File: src/hdl/trimmed_mean_window_filter_core_assert.svh
// assertion macros used by the filter core
`ifndef TRIMMED_MEAN_WINDOW_FILTER_CORE_ASSERT_SVH
`define TRIMMED_MEAN_WINDOW_FILTER_CORE_ASSERT_SVH

// same-cycle implication, held off during reset
`define TMWF_ASSERT_SAME(label, clk, rst_n, ante, cons, msg) \
    label: assert property (@(posedge clk) disable iff (!rst_n) (ante) |-> (cons)) \
        else $error(msg);

// next-cycle implication, held off during reset
`define TMWF_ASSERT_NEXT(label, clk, rst_n, ante, cons, msg) \
    label: assert property (@(posedge clk) disable iff (!rst_n) (ante) |=> (cons)) \
        else $error(msg);

`endif

File: src/hdl/tmwf_pkg.sv
package tmwf_pkg;

    localparam int SAMPLE_W = 12;
    localparam int CHAN_W   = 3;

    typedef logic [SAMPLE_W-1:0] sample_t;
    typedef logic [CHAN_W-1:0]   chan_t;

    // status of the rank and accumulate unit
    typedef struct packed {
        logic busy;
        logic done;
    } acc_stat_t;

endpackage

File: src/hdl/tmwf_row_mem.sv
module tmwf_row_mem #(
    parameter int ROWS  = 8,
    parameter int ROW_W = 72,
    parameter int AW    = (ROWS > 1) ? $clog2(ROWS) : 1
) (
    input  logic             clk,
    input  logic             rst_n,
    input  logic             rd_en,
    input  logic [AW-1:0]    rd_addr,
    input  logic             wr_en,
    input  logic [AW-1:0]    wr_addr,
    input  logic [ROW_W-1:0] wr_data,
    output logic [ROW_W-1:0] rd_data
);

    logic [ROW_W-1:0] mem [ROWS];
    logic [ROWS-1:0]  row_valid_reg;
    logic [ROW_W-1:0] rd_data_reg;
    logic             rd_valid_reg;

    // storage and registered read port
    always_ff @(posedge clk)
    begin
        if (wr_en)
        begin
            mem[wr_addr] <= wr_data;
        end
        if (rd_en)
        begin
            rd_data_reg <= mem[rd_addr];
        end
    end

    // a row never written reads as zero
    always_ff @(posedge clk or negedge rst_n)
    begin
        if (!rst_n)
        begin
            row_valid_reg <= '0;
            rd_valid_reg  <= 1'b0;
        end
        else
        begin
            if (wr_en)
            begin
                row_valid_reg[wr_addr] <= 1'b1;
            end
            if (rd_en)
            begin
                rd_valid_reg <= row_valid_reg[rd_addr];
            end
        end
    end

    assign rd_data = rd_valid_reg ? rd_data_reg : '0;

endmodule

File: src/hdl/tmwf_rank_acc.sv
module tmwf_rank_acc #(
    parameter int WINDOW_DEPTH = 6,
    parameter int TRIM         = 2,
    parameter int SUM_W        = 15
) (
    input  logic                                      clk,
    input  logic                                      rst_n,
    input  logic                                      start,
    input  logic [WINDOW_DEPTH*tmwf_pkg::SAMPLE_W-1:0] window,
    output logic [SUM_W-1:0]                          sum,
    output tmwf_pkg::acc_stat_t                       stat
);

    import tmwf_pkg::*;

    localparam int IW = $clog2(WINDOW_DEPTH);
    localparam int RW = $clog2(WINDOW_DEPTH + 1);
    localparam logic [RW-1:0] RANK_LO = RW'(TRIM);
    localparam logic [RW-1:0] RANK_HI = RW'(WINDOW_DEPTH - TRIM);
    localparam logic [IW-1:0] IDX_LAST = IW'(WINDOW_DEPTH - 1);

    sample_t          win_reg [WINDOW_DEPTH];
    logic [IW-1:0]    idx_reg;
    logic [SUM_W-1:0] sum_reg;
    logic             busy_reg;
    logic             done_reg;

    sample_t          cur;
    logic [RW-1:0]    rank;
    logic             keep;

    // stable rank of the current element against the whole window
    always_comb
    begin
        cur  = win_reg[idx_reg];
        rank = '0;
        for (int j = 0; j < WINDOW_DEPTH; j++)
        begin
            if ((win_reg[j] < cur) || ((win_reg[j] == cur) && (IW'(j) < idx_reg)))
            begin
                rank = rank + RW'(1);
            end
        end
        keep = (rank >= RANK_LO) && (rank < RANK_HI);
    end

    always_ff @(posedge clk)
    begin
        if (start)
        begin
            for (int s = 0; s < WINDOW_DEPTH; s++)
            begin
                win_reg[s] <= window[s*SAMPLE_W +: SAMPLE_W];
            end
        end
    end

    always_ff @(posedge clk or negedge rst_n)
    begin
        if (!rst_n)
        begin
            idx_reg  <= '0;
            sum_reg  <= '0;
            busy_reg <= 1'b0;
            done_reg <= 1'b0;
        end
        else
        begin
            done_reg <= 1'b0;
            if (start)
            begin
                idx_reg  <= '0;
                sum_reg  <= '0;
                busy_reg <= 1'b1;
            end
            else if (busy_reg)
            begin
                if (keep)
                begin
                    sum_reg <= sum_reg + SUM_W'(cur);
                end
                if (idx_reg == IDX_LAST)
                begin
                    busy_reg <= 1'b0;
                    done_reg <= 1'b1;
                end
                else
                begin
                    idx_reg <= idx_reg + IW'(1);
                end
            end
        end
    end

    assign sum       = sum_reg;
    assign stat.busy = busy_reg;
    assign stat.done = done_reg;

endmodule

File: src/hdl/trimmed_mean_window_filter_core.sv
// multi-channel trimmed-mean filter: each item is one sample with its channel number,
// written into that channel's window at the shared slot position; the window is then
// ranked, the lowest and highest TRIM_COUNT values are dropped (lowered to
// (WINDOW_DEPTH-1)/2 per side when the trim would leave nothing) and the floored mean of
// the rest comes out with the channel number. the slot advances after each sample of the
// last channel. windows read as zero after reset through per-row valid bits, so no clearing
// pass is needed. an item in range goes through one row read, one merge and write-back, one
// ranking step per window entry in the shared rank unit, then the reciprocal multiply and
// output load, which waits while the output register is held; the next item is taken only
// when it is done. a channel number at or above CHANNELS goes straight to output load with
// a zero result and leaves the windows alone. the result sits in an output register, so the
// next item is taken while it waits to be collected
module trimmed_mean_window_filter_core #(
    parameter int CHANNELS     = 8,
    parameter int WINDOW_DEPTH = 6,
    parameter int TRIM_COUNT   = 2
) (
    input  logic              clk,
    input  logic              rst_n,
    input  logic              in_valid,
    output logic              in_stall,
    input  tmwf_pkg::chan_t   channel,
    input  tmwf_pkg::sample_t sample,
    output logic              out_valid,
    input  logic              out_stall,
    output tmwf_pkg::chan_t   out_channel,
    output tmwf_pkg::sample_t filtered
);

    import tmwf_pkg::*;

    `include "trimmed_mean_window_filter_core_assert.svh"

    // trim lowered so that at least one value is averaged
    localparam int EFF_TRIM   = (2 * TRIM_COUNT >= WINDOW_DEPTH) ?
                                ((WINDOW_DEPTH - 1) / 2) : TRIM_COUNT;
    localparam int KEEP_COUNT = WINDOW_DEPTH - 2 * EFF_TRIM;
    localparam int SUM_W      = SAMPLE_W + $clog2(WINDOW_DEPTH);
    // reciprocal of the kept count, exact for every sum
    localparam int RECIP_S    = SUM_W + 4;
    localparam int RECIP_W    = RECIP_S + 1;
    localparam logic [RECIP_W-1:0] RECIP =
        RECIP_W'(((1 << RECIP_S) + KEEP_COUNT - 1) / KEEP_COUNT);
    localparam int PROD_W     = SUM_W + RECIP_W;
    localparam int ROW_W      = WINDOW_DEPTH * SAMPLE_W;
    localparam int AW         = (CHANNELS > 1) ? $clog2(CHANNELS) : 1;
    localparam int CH_EXT_W   = (AW > CHAN_W) ? AW : CHAN_W;
    localparam int SW         = $clog2(WINDOW_DEPTH);
    localparam logic [SW-1:0] SLOT_LAST = SW'(WINDOW_DEPTH - 1);

    localparam logic [1:0] ST_IDLE  = 2'd0;
    localparam logic [1:0] ST_MERGE = 2'd1;
    localparam logic [1:0] ST_ACC   = 2'd2;
    localparam logic [1:0] ST_EMIT  = 2'd3;

    logic [1:0]        state_reg, state_next;
    logic [SW-1:0]     write_slot_reg, write_slot_next;
    chan_t             chan_reg, chan_next;
    sample_t           sample_reg, sample_next;
    logic [PROD_W-1:0] product_reg, product_next;
    logic              out_valid_reg, out_valid_next;
    chan_t             out_channel_reg, out_channel_next;
    sample_t           filtered_reg, filtered_next;

    logic              in_accept;
    logic              out_busy;
    logic              in_range_now;
    logic              last_chan;
    logic [CH_EXT_W-1:0] rd_ch_ext;
    logic [CH_EXT_W-1:0] wr_ch_ext;
    logic [ROW_W-1:0]  rd_row;
    logic [ROW_W-1:0]  merged_row;
    logic              mem_wr;
    logic              acc_start;
    logic [SUM_W-1:0]  acc_sum;
    acc_stat_t         acc_stat;

    assign in_accept    = in_valid && !in_stall;
    assign in_stall     = (state_reg != ST_IDLE);
    assign out_busy     = out_valid_reg && out_stall;
    assign in_range_now = (int'(channel) < CHANNELS);
    assign last_chan    = (int'(chan_reg) == CHANNELS - 1);
    assign rd_ch_ext    = CH_EXT_W'(channel);
    assign wr_ch_ext    = CH_EXT_W'(chan_reg);

    // new sample replaces the entry at the shared slot
    always_comb
    begin
        merged_row = rd_row;
        for (int s = 0; s < WINDOW_DEPTH; s++)
        begin
            if (SW'(s) == write_slot_reg)
            begin
                merged_row[s*SAMPLE_W +: SAMPLE_W] = sample_reg;
            end
        end
    end

    assign mem_wr    = (state_reg == ST_MERGE);
    assign acc_start = (state_reg == ST_MERGE);

    tmwf_row_mem #(
        .ROWS  (CHANNELS),
        .ROW_W (ROW_W),
        .AW    (AW)
    ) u_row_mem (
        .clk     (clk),
        .rst_n   (rst_n),
        .rd_en   (in_accept),
        .rd_addr (rd_ch_ext[AW-1:0]),
        .wr_en   (mem_wr),
        .wr_addr (wr_ch_ext[AW-1:0]),
        .wr_data (merged_row),
        .rd_data (rd_row)
    );

    tmwf_rank_acc #(
        .WINDOW_DEPTH (WINDOW_DEPTH),
        .TRIM         (EFF_TRIM),
        .SUM_W        (SUM_W)
    ) u_rank_acc (
        .clk    (clk),
        .rst_n  (rst_n),
        .start  (acc_start),
        .window (merged_row),
        .sum    (acc_sum),
        .stat   (acc_stat)
    );

    always_comb
    begin
        state_next       = state_reg;
        write_slot_next  = write_slot_reg;
        chan_next        = chan_reg;
        sample_next      = sample_reg;
        product_next     = product_reg;
        out_valid_next   = out_valid_reg;
        out_channel_next = out_channel_reg;
        filtered_next    = filtered_reg;

        // output register empties when collected
        if (out_valid_reg && !out_stall)
        begin
            out_valid_next = 1'b0;
        end

        unique case (state_reg)
            ST_IDLE:
            begin
                if (in_accept)
                begin
                    chan_next   = channel;
                    sample_next = sample;
                    if (in_range_now)
                    begin
                        state_next = ST_MERGE;
                    end
                    else
                    begin
                        // out-of-range channel: zero result, windows untouched
                        product_next = '0;
                        state_next   = ST_EMIT;
                    end
                end
            end
            ST_MERGE:
            begin
                if (last_chan)
                begin
                    write_slot_next = (write_slot_reg == SLOT_LAST) ?
                                      '0 : write_slot_reg + SW'(1);
                end
                state_next = ST_ACC;
            end
            ST_ACC:
            begin
                if (acc_stat.done)
                begin
                    product_next = PROD_W'(acc_sum) * PROD_W'(RECIP);
                    state_next   = ST_EMIT;
                end
            end
            ST_EMIT:
            begin
                if (!out_busy)
                begin
                    out_valid_next   = 1'b1;
                    out_channel_next = chan_reg;
                    filtered_next    = product_reg[RECIP_S +: SAMPLE_W];
                    state_next       = ST_IDLE;
                end
            end
            default:
            begin
                state_next = ST_IDLE;
            end
        endcase
    end

    always_ff @(posedge clk or negedge rst_n)
    begin
        if (!rst_n)
        begin
            state_reg      <= ST_IDLE;
            write_slot_reg <= '0;
            out_valid_reg  <= 1'b0;
        end
        else
        begin
            state_reg      <= state_next;
            write_slot_reg <= write_slot_next;
            out_valid_reg  <= out_valid_next;
        end
    end

    always_ff @(posedge clk)
    begin
        chan_reg        <= chan_next;
        sample_reg      <= sample_next;
        product_reg     <= product_next;
        out_channel_reg <= out_channel_next;
        filtered_reg    <= filtered_next;
    end

    assign out_valid   = out_valid_reg;
    assign out_channel = out_channel_reg;
    assign filtered    = filtered_reg;

    `TMWF_ASSERT_SAME(a_slot_in_range, clk, rst_n, 1'b1, write_slot_reg <= SLOT_LAST,
        "write slot beyond window depth")
    `TMWF_ASSERT_SAME(a_slot_moves_on_merge, clk, rst_n, !$stable(write_slot_reg),
        $past(state_reg) == ST_MERGE, "write slot moved outside merge")
    `TMWF_ASSERT_SAME(a_done_in_acc, clk, rst_n, acc_stat.done, state_reg == ST_ACC,
        "rank unit finished outside accumulate state")
    `TMWF_ASSERT_SAME(a_idle_unit_quiet, clk, rst_n, state_reg == ST_IDLE,
        !acc_stat.busy, "rank unit busy while idle")
    `TMWF_ASSERT_NEXT(a_emit_loads, clk, rst_n, (state_reg == ST_EMIT) && !out_busy,
        out_valid_reg && (state_reg == ST_IDLE), "result not loaded from emit")

endmodule

File: config.mk
export PLATFORM = sky130hd
export DESIGN_NAME = trimmed_mean_window_filter_core
export DESIGN_NICKNAME = d
export VERILOG_FILES = /design/src/hdl/tmwf_pkg.sv /design/src/hdl/tmwf_row_mem.sv /design/src/hdl/tmwf_rank_acc.sv /design/src/hdl/trimmed_mean_window_filter_core.sv
export VERILOG_INCLUDE_DIRS = /design/src /design/src/hdl
export SDC_FILE = /design/constraint.sdc
export NUM_CORES = 1
export LEC_CHECK = 0
export BUFFER_PORTS_ARGS = -buffer_cell sky130_fd_sc_hd__buf_2
export CAP_MARGIN = 20
export CORE_MARGIN = 5
export CORE_UTILIZATION = 45
export DETAILED_ROUTE_END_ITERATION = 10
export GPL_TIMING_DRIVEN = 1
export PLACE_DENSITY = 0.61
export SYNTH_ARGS = -nofsm -noshare
export SYNTH_HDL_FRONTEND = slang
export SYNTH_SLANG_ARGS = --single-unit
File: constraint.sdc
create_clock -name clk -period 13.43 [get_ports clk]
set_input_delay 2.686 -clock clk [delete_from_list [all_inputs] [get_ports clk]]
set_output_delay 2.686 -clock clk [all_outputs]
set_load 0.005 [all_outputs]
==> results.md <==
* Pre-Repair DR Iteration Count at 5
* Final setup viols at 0
* Avg Vias per Cell at 5.743
* Die span in y at 279.2 µm
* Crit path kind: flip-flop to flip-flop
* Syn_area_per_cell at 18.69 µm²
* Pwr dens at 269.1 mW/mm²
* Initial antenna violation count at 2
* Vias at 16.33k
* Worst slew margin at 0.2842
* TritonCTS Sinks at 795
* Core area at 0.07173 mm²
* RD Place Congestion at 0.8893
* Post-CTS Resized at 0
* Fraction of registers with async set/reset at 0.04151
* Post-Route WL at 73.73 mm
* Vias in the first global route at 16.65k
* TritonCTS clock tree: done
* Insertion delay of the later-clocked pin in the worst-skew pair at 0.63 ns
* Final Cycle Share at 0.5213
* Pins over their slew limit at 0
* Worst Hold Class: flip-flop to flip-flop
* Count of cell types in the netlist at 66
* Critical Path Fanout Max at 21
* Synth top area share at 0.7015
* Most common cell in the netlist: edfxtp_1
* Rows at 98
* Fin. Hold Viols at 0
* Mapped Nets at 1,860
* Die area at 0.07797 mm²
* H-tree depth at 3
* Flip-flop and latch area at 0.02371 mm²
* Post-CTS setup buffer count at 0
* Max Buffers Root-to-Sink at 3
* Antenna Nets Post-Route at 0
* RSZ-0062 raised after global routing: no
* Worst Path Required at 13.93 ns
* Worst EP arrival at 7.51 ns
* Drt drc at 0
* Slew of the pin with the lowest slew margin at 1.062 ns
* Clock transition at path regs at 0.07 ns
* Top FF cell, synth: edfxtp_1
* Clock Tree Root: clkbuf_16
* Period minus WS final at 7.001 ns
* Final Net Count at 1,944
* Status: complete, no violations
* Cts hold-fix bufs at 0
* F_max at 142.8 MHz
* Post-synthesis sequential area ratio at 0.7268
* Pre-CTS setup slack at 6.465 ns
* Area leader, netlist: edfxtp_1
* Max FFs per register at 576
* Yosys warning count at 0
* Power Total at 9.890 mW
* Sum Neg Setup Slack at 0 ns
* Largest net degree at the start of global routing at 61
* Worst setup EP type: flip-flop
* Yosys reg bits at 795
* I/O Buffers at 35
* Main area contributors after synthesis: edfxtp_1, mux4_2, ha_1, mux2_2, dfrtp_1
* Layout cell share with drive strength beyond 1 at 0.2429
* Synthesized area at 0.03262 mm²
* CP Launch Type: flip-flop
* Final HPWL DP at 41.36 mm
* Fill cells at 5,700
* Peak VDD IR at 0.0004578 V
* Worst setup margin at 6.429 ns
* Syn Inst Count at 1,745
* Initial Util at 0.4547
* Routed wire length per instance at 25.93 µm
* Global-route wire length before repair at 110.0 mm
* Drt initial violations at 1,385
* Area taken by multi-input logic gates at 0.008594 mm²
* Final global-route overflow total at 0
* Top cells by count, synth: edfxtp_1, mux4_2, nand2_1
* Static leakage at 12.46 nW
* Ports at 36
* Clock skew at 0.01551 ns
* Die Wd at 279.2 µm
* Antenna Cells at 0
* Area delta synth->final at 12.69%
* Number of synthesized flops with an enable pin at 762
* Max-cap violations at 0
* Number of buffers created by CTS at 80
* GRT Overall Usage at 0.1888
-- metal layers --
layer / wire [µm] / GRT usage / share of wire / vias up
met4: 1545 / 0.05211 / 0.021 / 0
met3: 4240 / 0.03027 / 0.058 / 83
met2: 34870 / 0.2967 / 0.47 / 474
met5: 0 / 0 / 0 / -
met1: 33080 / 0.2785 / 0.45 / 8590
li1: - / - / - / 7187
-- cells by family (layout without fill, tap and decap cells) --
| kind of cell | count (synthesis) | count (layout) | share of synthesized area |
|---|---|---|---|
| flops | 795 | 795 | 0.7268 |
| buf+inv | 105 | 254 | 0.01239 |
| xor+xnor | 17 | 17 | 0.004987 |
| compound gates | 179 | 179 | 0.03529 |
| fa+ha+maj | 96 | 96 | 0.03706 |
| mux | 248 | 248 | 0.1396 |
| simple gates | 305 | 305 | 0.04388 |
-- power by group --
part	leakage, nW	internal [mW]	switching [mW]
Combinational	3.79	1.44	2.46
Sequential	7.38	3.51	0.238
Clock	1.29	1.32	0.925
Total	12.5	6.27	3.62
-- cell usage in the layout, fill, tap and decap left out, types with 9 or more instances in the layout --
cell,instances
clkbuf_1,16
buf_4,33
xnor2_1,13
nor2_1,25
bufinv_16,10
mux4_2,158
inv_1,31
edfxtp_1,762
buf_2,37
mux2i_1,16
nand4_1,16
or2_2,9
mux2_2,74
clkinv_2,10
o21ai_0,64
ha_1,94
clkbuf_16,81
nand3_1,39
a21oi_1,47
nand2b_1,9
nand2_1,147
dfrtp_1,31
a22o_1,11
clkinv_1,17
nor2b_1,17
a21o_1,16
-- final timing paths --
check / from / end / slack (ns) / cells past startpoint
worst max-delay path: u_rank_acc.idx_reg[0]$_DFFE_PN0P_ / u_rank_acc.sum[12]$_DFFE_PN0P_ / 6.43 / 25
worst min-delay path: product_reg[30]$_DFFE_PP_ / filtered[11]$_DFFE_PP_ / 0.45 / 0
worst max register to register: u_rank_acc.idx_reg[0]$_DFFE_PN0P_ / u_rank_acc.sum[12]$_DFFE_PN0P_ / 6.43 / 25
worst min register to register: product_reg[30]$_DFFE_PP_ / filtered[11]$_DFFE_PP_ / 0.45 / 0
max in group asynchronous: rst_n / u_row_mem.rd_valid_reg$_DFFE_PN0P_ / 10.65 / 1
min in group asynchronous: rst_n / u_rank_acc.idx_reg[2]$_DFFE_PN0P_ / 2.17 / 1
-- cell type report --
type | instances | share of cell area
Timing Repair Buffer | 75 | 0.01358
Clock buffer | 98 | 0.05715
Sequential cell | 795 | 0.6450
Tap cell | 950 | 0.03234
Inverter | 32 | 0.003336
Multi-Input combinational cell | 845 | 0.2338
Clock inverter | 49 | 0.01474
-- worst max-delay path, stage by stage (launching register included) --
cell and delay (ns):
dfrtp_2 0.57, buf_4 0.42, mux4_2 0.54, nor2_1 0.10, a21o_1 0.23, ha_1 0.30
and3_4 0.19, a221oi_2 0.26, nor2b_1 0.07, a2111o_1 0.48, nand2_1 0.12, ha_1 0.29
xnor2_1 0.35, ha_1 0.32, xnor2_1 0.15, mux2i_1 0.29, xnor2_1 0.17, nor2_1 0.06
a21oi_1 0.16, ha_1 0.16, and2b_2 0.13, xnor3_1 0.41, o21ai_0 0.16, nand3_2 0.30
a211oi_1 0.28, mux2_2 0.36
-- through the flow --
step	cell area [µm²]	util	hold slack, ns	instances
3_5_place_dp	34050	0.4747	0.4374	2689
2_1_floorplan	32620	-	0.4003	1745
6_report	36760	0.5124	0.4476	2844
3_3_place_gp	34050	0.4747	0.4488	2689
4_1_cts	36690	0.5115	0.4530	2836
5_1_grt	36760	0.5124	0.4695	2844
No activity file was read; power rests on OpenSTA's default activity.
